**config.mk**
```make
export PLATFORM = sky130hd
export DESIGN_NAME = sbbf_ctrl
export DESIGN_NICKNAME = d
export VERILOG_FILES = /design/src/rtl/sbbf_pkg.sv /design/src/rtl/sbbf_ctrl.sv
export SDC_FILE = /design/constraint.sdc
export NUM_CORES = 1
export LEC_CHECK = 0
export BUFFER_PORTS_ARGS = -buffer_cell sky130_fd_sc_hd__clkbuf_2
export CORE_ASPECT_RATIO = 0.6
export CORE_UTILIZATION = 35
export DETAILED_ROUTE_END_ITERATION = 8
export SLEW_MARGIN = 5
export SYNTH_ARGS = -nofsm -noshare
export SYNTH_HDL_FRONTEND = slang
export SYNTH_SLANG_ARGS = --single-unit
```
**constraint.sdc**
```tcl
create_clock -name aclk -period 8 [get_ports aclk]
set_clock_uncertainty 0.05 [all_clocks]
set_input_delay 2.4 -clock aclk [delete_from_list [all_inputs] [get_ports aclk]]
set_output_delay 2.4 -clock aclk [all_outputs]
set_load 0.01 [all_outputs]
```
**src/rtl/sbbf_pkg.sv**
```systemverilog
// shared types, constants and rom tables of the single s-box blowfish cipher
package sbbf_pkg;

    localparam int ROUNDS            = 16;
    localparam int NKEYS             = ROUNDS + 2;
    localparam int SBOX_SIZE         = 256;
    localparam int MAX_KEY_BYTES_DEF = 56;
    localparam int P_BLOCKS          = NKEYS / 2;
    localparam int LAST_BLK          = P_BLOCKS + SBOX_SIZE / 2 - 1;
    localparam int KEY_BYTE_STEPS    = NKEYS * 4;

    // input item kinds
    localparam logic [1:0] KIND_KEY   = 2'd0;
    localparam logic [1:0] KIND_SCHED = 2'd1;
    localparam logic [1:0] KIND_ENC   = 2'd2;
    localparam logic [1:0] KIND_DEC   = 2'd3;

    // result kinds
    localparam logic [1:0] RES_SCHED  = 2'd0;
    localparam logic [1:0] RES_CIPHER = 2'd1;
    localparam logic [1:0] RES_PLAIN  = 2'd2;

    typedef enum logic [3:0] {
        PH_NONE,
        PH_APPEND,
        PH_LOAD,
        PH_ROMS,
        PH_KEYX,
        PH_RA,
        PH_RB,
        PH_RC,
        PH_RD,
        PH_RE,
        PH_FINAL,
        PH_WRS1,
        PH_OUT
    } phase_t;

    typedef struct packed {
        phase_t     phase;
        logic       key_issue;
        logic       key_cap;
        logic [7:0] idx;
        logic [4:0] key_idx;
        logic       dir;
        logic       p_store;
        logic       s_store;
        logic [1:0] res_kind;
    } cmd_t;

    typedef struct packed {
        logic key_empty;
        logic out_free;
    } status_t;

    localparam logic [31:0] ROM_P [NKEYS] = '{
        32'h243F6A88, 32'h85A308D3, 32'h13198A2E, 32'h03707344,
        32'hA4093822, 32'h299F31D0, 32'h082EFA98, 32'hEC4E6C89,
        32'h452821E6, 32'h38D01377, 32'hBE5466CF, 32'h34E90C6C,
        32'hC0AC29B7, 32'hC97C50DD, 32'h3F84D5B5, 32'hB5470917,
        32'h9216D5D9, 32'h8979FB1B
    };

    localparam logic [31:0] ROM_S [SBOX_SIZE] = '{
        32'hD1310BA6, 32'h98DFB5AC, 32'h2FFD72DB, 32'hD01ADFB7,
        32'hB8E1AFED, 32'h6A267E96, 32'hBA7C9045, 32'hF12C7F99,
        32'h24A19947, 32'hB3916CF7, 32'h0801F2E2, 32'h858EFC16,
        32'h636920D8, 32'h71574E69, 32'hA458FEA3, 32'hF4933D7E,
        32'h0D95748F, 32'h728EB658, 32'h718BCD58, 32'h82154AEE,
        32'h7B54A41D, 32'hC25A59B5, 32'h9C30D539, 32'h2AF26013,
        32'hC5D1B023, 32'h286085F0, 32'hCA417918, 32'hB8DB38EF,
        32'h8E79DCB0, 32'h603A180E, 32'h6C9E0E8B, 32'hB01E8A3E,
        32'hD71577C1, 32'hBD314B27, 32'h78AF2FDA, 32'h55605C60,
        32'hE65525F3, 32'hAA55AB94, 32'h57489862, 32'h63E81440,
        32'h55CA396A, 32'h2AAB10B6, 32'hB4CC5C34, 32'h1141E8CE,
        32'hA15486AF, 32'h7C72E993, 32'hB3EE1411, 32'h636FBC2A,
        32'h2BA9C55D, 32'h741831F6, 32'hCE5C3E16, 32'h9B87931E,
        32'hAFD6BA33, 32'h6C24CF5C, 32'h7A325381, 32'h28958677,
        32'h3B8F4898, 32'h6B4BB9AF, 32'hC4BFE81B, 32'h66282193,
        32'h61D809CC, 32'hFB21A991, 32'h487CAC60, 32'h5DEC8032,
        32'hEF845D5D, 32'hE98575B1, 32'hDC262302, 32'hEB651B88,
        32'h23893E81, 32'hD396ACC5, 32'h0F6D6FF3, 32'h83F44239,
        32'h2E0B4482, 32'hA4842004, 32'h69C8F04A, 32'h9E1F9B5E,
        32'h21C66842, 32'hF6E96C9A, 32'h670C9C61, 32'hABD388F0,
        32'h6A51A0D2, 32'hD8542F68, 32'h960FA728, 32'hAB5133A3,
        32'h6EEF0B6C, 32'h137A3BE4, 32'hBA3BF050, 32'h7EFB2A98,
        32'hA1F1651D, 32'h39AF0176, 32'h66CA593E, 32'h82430E88,
        32'h8CEE8619, 32'h456F9FB4, 32'h7D84A5C3, 32'h3B8B5EBE,
        32'hE06F75D8, 32'h85C12073, 32'h401A449F, 32'h56C16AA6,
        32'h4ED3AA62, 32'h363F7706, 32'h1BFEDF72, 32'h429B023D,
        32'h37D0D724, 32'hD00A1248, 32'hDB0FEAD3, 32'h49F1C09B,
        32'h075372C9, 32'h80991B7B, 32'h25D479D8, 32'hF6E8DEF7,
        32'hE3FE501A, 32'hB6794C3B, 32'h976CE0BD, 32'h04C006BA,
        32'hC1A94FB6, 32'h409F60C4, 32'h5E5C9EC2, 32'h196A2463,
        32'h68FB6FAF, 32'h3E6C53B5, 32'h1339B2EB, 32'h3B52EC6F,
        32'h6DFC511F, 32'h9B30952C, 32'hCC814544, 32'hAF5EBD09,
        32'hBEE3D004, 32'hDE334AFD, 32'h660F2807, 32'h192E4BB3,
        32'hC0CBA857, 32'h45C8740F, 32'hD20B5F39, 32'hB9D3FBDB,
        32'h5579C0BD, 32'h1A60320A, 32'hD6A100C6, 32'h402C7279,
        32'h679F25FE, 32'hFB1FA3CC, 32'h8EA5E9F8, 32'hDB3222F8,
        32'h3C7516DF, 32'hFD616B15, 32'h2F501EC8, 32'hAD0552AB,
        32'h323DB5FA, 32'hFD238760, 32'h53317B48, 32'h3E00DF82,
        32'h9E5C57BB, 32'hCA6F8CA0, 32'h1A87562E, 32'hDF1769DB,
        32'hD542A8F6, 32'h287EFFC3, 32'hAC6732C6, 32'h8C4F5573,
        32'h695B27B0, 32'hBBCA58C8, 32'hE1FFA35D, 32'hB8F011A0,
        32'h10FA3D98, 32'hFD2183B8, 32'h4AFCB56C, 32'h2DD1D35B,
        32'h9A53E479, 32'hB6F84565, 32'hD28E49BC, 32'h4BFB9790,
        32'hE1DDF2DA, 32'hA4CB7E33, 32'h62FB1341, 32'hCEE4C6E8,
        32'hEF20CADA, 32'h36774C01, 32'hD07E9EFE, 32'h2BF11FB4,
        32'h95DBDA4D, 32'hAE909198, 32'hEAAD8E71, 32'h6B93D5A0,
        32'hD08ED1D0, 32'hAFC725E0, 32'h8E3C5B2F, 32'h8E7594B7,
        32'h8FF6E2FB, 32'hF2122B64, 32'h8888B812, 32'h900DF01C,
        32'h4FAD5EA0, 32'h688FC31C, 32'hD1CFF191, 32'hB3A8C1AD,
        32'h2F2F2218, 32'hBE0E1777, 32'hEA752DFE, 32'h8B021FA1,
        32'hE5A0CC0F, 32'hB56F74E8, 32'h18ACF3D6, 32'hCE89E299,
        32'hB4A84FE0, 32'hFD13E0B7, 32'h7CC43B81, 32'hD2ADA8D9,
        32'h165FA266, 32'h80957705, 32'h93CC7314, 32'h211A1477,
        32'hE6AD2065, 32'h77B5FA86, 32'hC75442F5, 32'hFB9D35CF,
        32'hEBCDAF0C, 32'h7B3E89A0, 32'hD6411BD3, 32'hAE1E7E49,
        32'h00250E2D, 32'h2071B35E, 32'h226800BB, 32'h57B8E0AF,
        32'h2464369B, 32'hF009B91E, 32'h5563911D, 32'h59DFA6AA,
        32'h78C14389, 32'hD95A537F, 32'h207D5BA2, 32'h02E5B9C5,
        32'h83260376, 32'h6295CFA9, 32'h11C81968, 32'h4E734A41,
        32'hB3472DCA, 32'h7B14A94A, 32'h1B510052, 32'h9A532915,
        32'hD60F573F, 32'hBC9BC6E4, 32'h2B60A476, 32'h81E67400,
        32'h08BA6FB5, 32'h571BE91F, 32'hF296EC6B, 32'h2A0DD915,
        32'hB6636521, 32'hE7B9F9B6, 32'hFF34052E, 32'hC5855664,
        32'h53B02D5D, 32'hA99F8FA1, 32'h08BA4799, 32'h6E85076A
    };

endpackage

```
**src/rtl/sbbf_ctrl.sv**
```systemverilog
// controller state machine of the single s-box blowfish cipher
module sbbf_ctrl (
    input  logic             aclk,
    input  logic             aresetn,
    input  logic             s_valid,
    input  logic [1:0]       s_kind,
    output logic             s_ready,
    input  sbbf_pkg::status_t status,
    output sbbf_pkg::cmd_t    cmd
);
    import sbbf_pkg::*;

    typedef enum logic [9:0] {
        ST_IDLE  = 10'b0000000001,
        ST_LOADS = 10'b0000000010,
        ST_KEYX  = 10'b0000000100,
        ST_RA    = 10'b0000001000,
        ST_RB    = 10'b0000010000,
        ST_RC    = 10'b0000100000,
        ST_RD    = 10'b0001000000,
        ST_RE    = 10'b0010000000,
        ST_FINAL = 10'b0100000000,
        ST_OUT   = 10'b1000000000
    } state_t;

    // second s-box write of a pair reuses the idle code space via a flag
    state_t     state_reg, state_next;
    logic       wrs1_reg, wrs1_next;
    logic [7:0] cnt_reg, cnt_next;
    logic [3:0] round_reg, round_next;
    logic [7:0] blk_reg, blk_next;
    logic       dir_reg, dir_next;
    logic       sched_reg, sched_next;

    always_ff @(posedge aclk) begin
        if (!aresetn) begin
            state_reg <= ST_IDLE;
            wrs1_reg  <= 1'b0;
            cnt_reg   <= '0;
            round_reg <= '0;
            blk_reg   <= '0;
            dir_reg   <= 1'b0;
            sched_reg <= 1'b0;
        end else begin
            state_reg <= state_next;
            wrs1_reg  <= wrs1_next;
            cnt_reg   <= cnt_next;
            round_reg <= round_next;
            blk_reg   <= blk_next;
            dir_reg   <= dir_next;
            sched_reg <= sched_next;
        end
    end

    always_comb begin
        state_next = state_reg;
        wrs1_next  = 1'b0;
        cnt_next   = cnt_reg;
        round_next = round_reg;
        blk_next   = blk_reg;
        dir_next   = dir_reg;
        sched_next = sched_reg;
        s_ready    = 1'b0;

        cmd           = '0;
        cmd.phase     = PH_NONE;
        cmd.dir       = dir_reg;
        cmd.key_idx   = dir_reg ? (5'(NKEYS - 1) - {1'b0, round_reg}) : {1'b0, round_reg};
        cmd.res_kind  = sched_reg ? RES_SCHED : (dir_reg ? RES_PLAIN : RES_CIPHER);
        cmd.idx       = blk_reg;

        unique case (state_reg)
            ST_IDLE: begin
                if (wrs1_reg) begin
                    cmd.phase = PH_WRS1;
                    if (blk_reg == 8'(LAST_BLK)) begin
                        state_next = ST_OUT;
                    end else begin
                        blk_next   = blk_reg + 8'd1;
                        round_next = '0;
                        state_next = ST_RA;
                    end
                end else begin
                    s_ready = 1'b1;
                    if (s_valid) begin
                        unique case (s_kind)
                            KIND_KEY: begin
                                cmd.phase = PH_APPEND;
                            end
                            KIND_SCHED: begin
                                sched_next = 1'b1;
                                dir_next   = 1'b0;
                                cnt_next   = '0;
                                state_next = ST_LOADS;
                            end
                            default: begin
                                cmd.phase  = PH_LOAD;
                                sched_next = 1'b0;
                                dir_next   = (s_kind == KIND_DEC);
                                round_next = '0;
                                state_next = ST_RA;
                            end
                        endcase
                    end
                end
            end
            ST_LOADS: begin
                cmd.phase = PH_ROMS;
                cmd.idx   = cnt_reg;
                cnt_next  = cnt_reg + 8'd1;
                if (cnt_reg == 8'(SBOX_SIZE - 1)) begin
                    blk_next   = '0;
                    round_next = '0;
                    cnt_next   = '0;
                    state_next = status.key_empty ? ST_RA : ST_KEYX;
                end
            end
            ST_KEYX: begin
                cmd.phase     = PH_KEYX;
                cmd.key_issue = (cnt_reg < 8'(KEY_BYTE_STEPS));
                cmd.key_cap   = (cnt_reg != 8'd0);
                cmd.idx       = cnt_reg - 8'd1;
                cnt_next      = cnt_reg + 8'd1;
                if (cnt_reg == 8'(KEY_BYTE_STEPS)) begin
                    state_next = ST_RA;
                end
            end
            ST_RA: begin
                cmd.phase  = PH_RA;
                state_next = ST_RB;
            end
            ST_RB: begin
                cmd.phase  = PH_RB;
                state_next = ST_RC;
            end
            ST_RC: begin
                cmd.phase  = PH_RC;
                state_next = ST_RD;
            end
            ST_RD: begin
                cmd.phase  = PH_RD;
                state_next = ST_RE;
            end
            ST_RE: begin
                cmd.phase = PH_RE;
                if (round_reg == 4'(ROUNDS - 1)) begin
                    state_next = ST_FINAL;
                end else begin
                    round_next = round_reg + 4'd1;
                    state_next = ST_RA;
                end
            end
            ST_FINAL: begin
                cmd.phase   = PH_FINAL;
                cmd.p_store = sched_reg && (blk_reg < 8'(P_BLOCKS));
                cmd.s_store = sched_reg && (blk_reg >= 8'(P_BLOCKS));
                if (!sched_reg) begin
                    state_next = ST_OUT;
                end else if (blk_reg < 8'(P_BLOCKS)) begin
                    blk_next   = blk_reg + 8'd1;
                    round_next = '0;
                    state_next = ST_RA;
                end else begin
                    wrs1_next  = 1'b1;
                    state_next = ST_IDLE;
                end
            end
            ST_OUT: begin
                if (status.out_free) begin
                    cmd.phase  = PH_OUT;
                    state_next = ST_IDLE;
                end
            end
            default: begin
                state_next = ST_IDLE;
            end
        endcase
    end

endmodule

```
# --- Word level (Yosys, flattened, before mapping) ---
# Cells that the tools add are included.
word_totals:
  regBits: 33
  output_inout_bits: 25
op_classes:
  n_reduce_logical: 14
  n_eq_ne: 31
  n_mux: 48
  order_cmp: 3
  add_sub_neg: 5
  bitwise: 2
ops:
  columns: ["operator", "count"]
  rows:
  - ["$pmux W10 S10", 1]
  - ["$mux W8", 9]
  - ["$mux W10", 7]
  - ["$mux W4", 12]
  - ["$pmux W8 S3", 2]
  - ["$pmux W4 S10", 1]
  - ["$ne A2 B2 Y1 const B", 10]
  - ["$pmux W10 S2", 1]
  - ["$add A8 B1 Y8 const B", 2]
  - ["$eq A8 B8 Y1 const B", 2]
  - ["$pmux W4 S4", 1]
  - ["$pmux W8 S2", 1]
  - ["$ne A3 B3 Y1 const B", 4]
  - ["$eq A10 B1 Y1 const B", 1]
  - ["$eq A10 B10 Y1 const B", 1]
  - ["$eq A10 B2 Y1 const B", 1]
  - ["$eq A10 B3 Y1 const B", 1]
  - ["$eq A10 B4 Y1 const B", 1]
  - ["$eq A10 B5 Y1 const B", 1]
  - ["$eq A10 B6 Y1 const B", 1]
  - ["$eq A10 B7 Y1 const B", 1]
  - ["$eq A10 B8 Y1 const B", 1]
  - ["$eq A10 B9 Y1 const B", 1]
  - ["$mux W2", 5]
  - ["28 further kinds", 35]

# --- Logic depth before layout (Yosys ltp) ---
# Gate-level depths: netlist (run 1).
logic_depth:
  word_depth: 6
  mapped_depth: 8

# --- Worst setup path after synthesis (run 1) ---
# No wires, ideal clock.
synth_timing:
  kind: "input-to-output"
  start: "input s_kind[0]"
  end: "output cmd[20] (netlist bit)"
  stages: 3
  arrival_time_ns: 2.892
  slack_ns: 2.658
  required_time_ns: 5.550
  cell_sequence: "nor2_1 -> a21oi_1 -> o2111ai_1"
synth_rtl:
  columns: ["element", "line", "text"]
  rows:
  - ["from (decl)", "sbbf_ctrl.sv:6", "input logic [1:0] s_kind,"]
  - ["to (decl)", "sbbf_ctrl.sv:9", "output sbbf_pkg::cmd_t cmd"]

==> results of run 1 <==
logic make-up (layout without fill, tap and decap cells):
kind of cell,count (synthesis),in the layout,share of synthesized area (%)
DFF,33,33,25.7
and+or+nand+nor,156,156,33.9
xor gates and xnor gates,15,15,5.11
muxes,2,2,0.779
buffers and inverters,46,53,7.94
adders and majority gates,9,9,4.38
AOI/OAI and AO/OA,82,82,22.2
metal layers:
| metal | share of wire, % | track usage (%) | vias up | wire length [um] |
|---|---|---|---|---|
| li1 | - | - | 1283 | - |
| met1 | 53 | 29.6 | 1196 | 3820 |
| met2 | 36 | 27.5 | 122 | 2600 |
| met3 | 9.1 | 5.14 | 11 | 649 |
| met4 | 1.1 | 4.00 | 0 | 80 |
| met5 | 0 | 0 | - | 0 |
worst reg2reg max path: cells and delay by family (launching register included):
family	cells	cell delay, ps
AOI/OAI and AO/OA	2	860
DFF	1	390
and+or+nand+nor	3	1540
cell usage in the layout (no fill, tap or decap), types with 2 or more instances in the layout:
cell type,synthesis,layout
o211ai_1,4,4
a211oi_2,3,3
nand2b_1,4,4
dfxtp_1,33,33
or3_1,4,4
a31oi_1,3,3
o2111ai_1,3,3
and2_1,2,2
xnor2_1,5,5
or4_1,10,10
nor4_1,7,7
o21ai_1,4,4
a211oi_1,3,3
clkbuf_16,0,5
a32oi_1,3,3
nand4_1,9,9
nor4b_1,5,5
o21ai_0,16,16
mux2i_1,2,2
clkinv_2,0,2
o21a_1,2,2
nor2_1,29,29
o31a_1,2,2
xor2_1,10,10
nand2_1,30,30
and3_1,3,3
clkbuf_2,0,31
o31ai_1,7,7
and4_1,7,7
inv_1,14,14
nor3b_1,2,2
nand3_1,13,13
nor3_1,16,16
a21oi_1,21,21
nor2b_1,4,4
or2_2,2,2
nand3b_1,2,2
ha_1,9,9
where the power goes:
| group | leakage (nW) | internal, mW | switching, mW |
|---|---|---|---|
| registers | 0.267 | 0.175 | 0.0225 |
| logic | 0.722 | 0.0763 | 0.137 |
| clock network | 0.0706 | 0.114 | 0.0750 |
how the worst min path moves through the flow:
stage | end | cells past startpoint | slack, ps | from
floorplan | blk_reg[4]$_SDFFE_PN0P_ | 2 | 430 | blk_reg[4]$_SDFFE_PN0P_
global placement | blk_reg[1]$_SDFFE_PN0P_ | 2 | 450 | blk_reg[1]$_SDFFE_PN0P_
detailed placement | blk_reg[4]$_SDFFE_PN0P_ | 2 | 470 | blk_reg[4]$_SDFFE_PN0P_
CTS | blk_reg[4]$_SDFFE_PN0P_ | 2 | 480 | blk_reg[4]$_SDFFE_PN0P_
global route | blk_reg[4]$_SDFFE_PN0P_ | 2 | 520 | blk_reg[4]$_SDFFE_PN0P_
finish | blk_reg[4]$_SDFFE_PN0P_ | 2 | 470 | blk_reg[4]$_SDFFE_PN0P_
area by class of cell:
class	count	area, um2
clock buffer	6	129
inverter	14	52.6
clock inverter	2	10.0
timing repair buffer	31	155
multi-input combinational	264	1710
fill	701	4060
tap	87	109
sequential	33	661
==> impl_metrics.json, run 1 <==
{
  "status": "complete, no violations",
  "finalCriticalPeriod_ps": 5630,
  "hold_viol": 0,
  "ys.flop_type": "dfxtp_1",
  "dpl_cell_area_um2": 2680,
  "seq_area_frac_synth_pct": 25.7,
  "netlist_instances": 343,
  "max-vdd-ir-drop_mv": 0.0732,
  "drc": 0,
  "synth.largest_area_cell": "dfxtp_1",
  "synthArstFlopShare_pct": 0,
  "ys_types": 57,
  "start_util_pct": 37.4,
  "cts_made_buffers": 5,
  "track_usage_pct": 19.7,
  "arrival_ps": 3180,
  "syn-num-nets": 359,
  "reg2reg_depth": 5,
  "synth-edff-count": 0,
  "worstPathMaxFanout": 5,
  "num_io_pins": 32,
  "cp_num_buf_inv": 2,
  "synth-seq-cells": 33,
  "worstSkewPairLatency_ps": 280,
  "tritoncts": "done",
  "io_buffers": 31,
  "grt_pass1_wl_um": 11800,
  "avgSynthCellArea_um2": 7.49,
  "worst_path_dominant_cell_family": "compound AO/OA/AOI/OAI gates",
  "wire_per_inst_um": 16.4,
  "criticalPathCategory": "primary input to primary output",
  "netlist_top_cells_area": "dfxtp_1 (26%), ha_1 (4.4%), nand2_1 (4.4%)",
  "end_kind": "primary output",
  "max_cap_violations": 0,
  "syn2layout_area_growth_pct": 9.79,
  "powerDensity_nw_per_um2": 213,
  "root_buffer": "clkbuf_16",
  "routed_via_density": 5.98,
  "slowest_stage": "o2111ai_1",
  "r2r_end": "round_reg[3]$_SDFFE_PN0P_",
  "largest_register_ffs": 10,
  "hold_ws_ps": 474,
  "final_max_slew_viol_count": 0,
  "cpMostUsedCell": "clkbuf_2",
  "rsz0062_at_grt": "no",
  "drt_iter0_drc": 320,
  "post-dp-hpwl_um": 5280,
  "ant_nets": 0,
  "post-place-ws_ps": 2360,
  "rows": 23,
  "slowest_delay_ps": 210,
  "slew_headroom_pct": 35.6,
  "die_w_um": 113,
  "final_util_pct": 41.0,
  "p_leak_nw": 1.06,
  "final_area_um2": 2820,
  "power_mw": 0.601,
  "grt_pass1_vias": 2285,
  "die_area_um2": 7700,
  "grt_max_degree": 19,
  "antennaDiodeCount": 0,
  "grt_overflow_total": 0,
  "endpoint": "cmd[20]",
  "cts_max_level": 2,
  "reg2reg_slack_ps": 5090,
  "vias": 2612,
  "grt_antenna_before_repair": 0,
  "crit_path_start": "s_kind[0]",
  "clk_path_buf_depth": 2,
  "post_cts_resized": 0,
  "yosys.cell_count.top_type": "dfxtp_1",
  "postCtsSetupRepairBufs": 0,
  "fin_crit_sh_pct": 70.4,
  "fin_setup_tns_ps": 0,
  "fin_cells": 437,
  "design.core.area_um2": 6880,
  "ys_warn_count": 0,
  "holdBufCountCts": 0,
  "gp_congestion": 0.881,
  "crit_cells": 5,
  "cts.clk_slew.worst_paths_ps": 60,
  "drt_wl_total_um": 7150,
  "max_freq_mhz": 178,
  "hold_path_class": "flop to flop",
  "fp.dieH_um": 68.4,
  "setup_viol": 0,
  "critPathRequiredTime_ps": 5550,
  "drt-pass1-iter-count": 5,
  "start_kind": "primary input",
  "cts.sinks": 33,
  "drive_gt1_share_pct": 14.0,
  "fin_nets": 365,
  "synthesis.area_um2": 2570,
  "dp.cells": 429,
  "regToRegStartpoint": "state_reg[0]$_SDFFE_PN1P_",
  "synthTopCellsByCount": "dfxtp_1 (33), nand2_1 (30), nor2_1 (29)",
  "setup_ws_ps": 2370,
  "worst_pin_slew_ps": 959,
  "synth_top_cell_area_share_pct": 25.7,
  "cp_cell_sequence": "clkbuf_2, nor2_1, a21oi_1, o2111ai_1, clkbuf_2"
}
No activity file was read; power rests on OpenSTA's default activity.
==> run 2: changes to the inputs <==
==> constraint.sdc (replaced) <==
create_clock -name aclk -period 5 [get_ports aclk]
set_clock_uncertainty 0.05 [all_clocks]
set_input_delay 1.5 -clock aclk [delete_from_list [all_inputs] [get_ports aclk]]
set_output_delay 1.5 -clock aclk [all_outputs]
set_load 0.01 [all_outputs]
==> run 2 against run 1 <==
Net effect: hold slack worse by 2.0 ps; highest routed layer is now met5; largest cell class unchanged; non-clock buffer count up 1; register-to-register slack worse by 2800 ps; combinational power up 61%.
==> impl_metrics.json, run 2 (synthesized netlist as in run 1, its figures left out) <==
{
  "design.core.area_um2": 6880,
  "hold_ws_ps": 472,
  "fin_nets": 366,
  "fin_setup_tns_ps": 0,
  "rsz0062_at_grt": "no",
  "switching_share_pct": 37.7,
  "p_leak_nw": 1.07,
  "pwr-share-clk_pct": 33.2,
  "start_kind": "flop",
  "max_freq_mhz": 243,
  "final_util_pct": 41.4,
  "drt_iter0_drc": 280,
  "start_util_pct": 37.4,
  "fin_crit_sh_pct": 82.3,
  "track_usage_pct": 19.8,
  "register_area_um2": 661,
  "cts_made_buffers": 5,
  "fin_cells": 438,
  "largest_register_ffs": 10,
  "grt_pass1_vias": 2142,
  "power_frac_comb_pct": 34.9,
  "tritoncts": "done",
  "die_w_um": 113,
  "root_buffer": "clkbuf_16",
  "post_cts_resized": 0,
  "postCtsSetupRepairBufs": 0,
  "ant_nets": 0,
  "arrival_ps": 2560,
  "fp.dieH_um": 68.4,
  "n_fill_cell": 713,
  "post-dp-hpwl_um": 5340,
  "drt-pass1-iter-count": 4,
  "p_switching_mw": 0.373,
  "vias": 2571,
  "status": "complete, no violations",
  "cts.sinks": 33,
  "worst_pin_slew_ps": 931,
  "max-vdd-ir-drop_mv": 0.115,
  "drt_wl_total_um": 7140,
  "grt_max_degree": 19,
  "holdBufCountCts": 0,
  "drc": 0,
  "powerDensity_nw_per_um2": 347,
  "hold_path_class": "flop to flop",
  "hold_viol": 0,
  "io_buffers": 31,
  "finalCriticalPeriod_ps": 4110,
  "drive_gt1_share_pct": 14.5,
  "final_max_slew_viol_count": 0,
  "syn2layout_area_growth_pct": 10.8,
  "gp_congestion": 0.872,
  "max_cap_violations": 0,
  "layout_common_cells": "dfxtp_1 (33), clkbuf_2 (31), nand2_1 (30)",
  "worstPathMaxFanout": 13,
  "dp.cells": 430,
  "worstSkewPairLatency_ps": 290,
  "grt_overflow_total": 0,
  "end_kind": "primary output",
  "critPathRequiredTime_ps": 3450,
  "p_int_mw": 0.617,
  "slew_headroom_pct": 37.5,
  "grt_pass1_wl_um": 11400,
  "num_io_pins": 32,
  "clk_path_buf_depth": 2,
  "routed_via_density": 5.87,
  "die_area_um2": 7700,
  "pwr-share-seq_pct": 32.0,
  "antennaDiodeCount": 0,
  "cts.clk_slew.worst_paths_ps": 50,
  "criticalPathCategory": "flop to primary output",
  "setup_viol": 0,
  "wire_per_inst_um": 16.3,
  "final_common_cell": "dfxtp_1",
  "rows": 23,
  "grt_antenna_before_repair": 1,
  "multi_input_area_um2": 1710,
  "cts_max_level": 2
}
run 2: through the flow:
stage | instance area [um2] | setup slack (ps) | total power [mW]
after floorplan | 2570 | 1460 | 0.580
after global placement | 2690 | 1160 | 0.653
after detailed placement | 2690 | 1150 | 0.657
after CTS | 2850 | 921 | 0.995
after global routing | 2850 | 680 | 1.06
final | 2850 | 887 | 0.989
run 2: layer usage:
| layer | share of wire [%] | routed length, um | GRT usage (%) | vias to the layer above |
|---|---|---|---|---|
| li1 | - | - | - | 1289 |
| met2 | 36 | 2560 | 24.1 | 101 |
| met4 | 1.2 | 83 | 6.33 | 2 |
| met1 | 54 | 3830 | 30.5 | 1166 |
| met3 | 9.1 | 648 | 6.47 | 13 |
| met5 | 0.18 | 13 | 0 | - |
run 2: power by group through the flow:
stage          combinational [mW]  clock [mW]  sequential (mW)
6_report                    0.345       0.328            0.316
5_1_grt                     0.384       0.353            0.319
4_1_cts                     0.339       0.341            0.315
3_5_place_dp                0.336           0            0.321
3_3_place_gp                0.334           0            0.319
2_1_floorplan               0.283           0            0.297
run 2: critical path, stage by stage (launching register included):
cell,delay [ps]
dfxtp_1,370
nor3_1,640
nand4_1,560
o21ai_0,340
nand2_1,80
o211ai_1,100
clkbuf_2,170
run 2: final timing paths:
path,slack (ps),startpoint,cells after the start,to
max,890,state_reg[3]$_SDFFE_PN0P_,6,cmd[12]
min,470,blk_reg[1]$_SDFFE_PN0P_,2,blk_reg[1]$_SDFFE_PN0P_
max reg2reg,2260,state_reg[1]$_SDFFE_PN0P_,5,cnt_reg[5]$_SDFFE_PN0P_
min reg2reg,470,blk_reg[1]$_SDFFE_PN0P_,2,blk_reg[1]$_SDFFE_PN0P_
run 2: cell type report:
class	instances	area share, %
tap	87	3.82
clock inverter	1	0.176
clock buffer	7	5.36
sequential	33	23.2
inverter	14	1.85
multi-input combinational	264	59.9
timing repair buffer	32	5.71
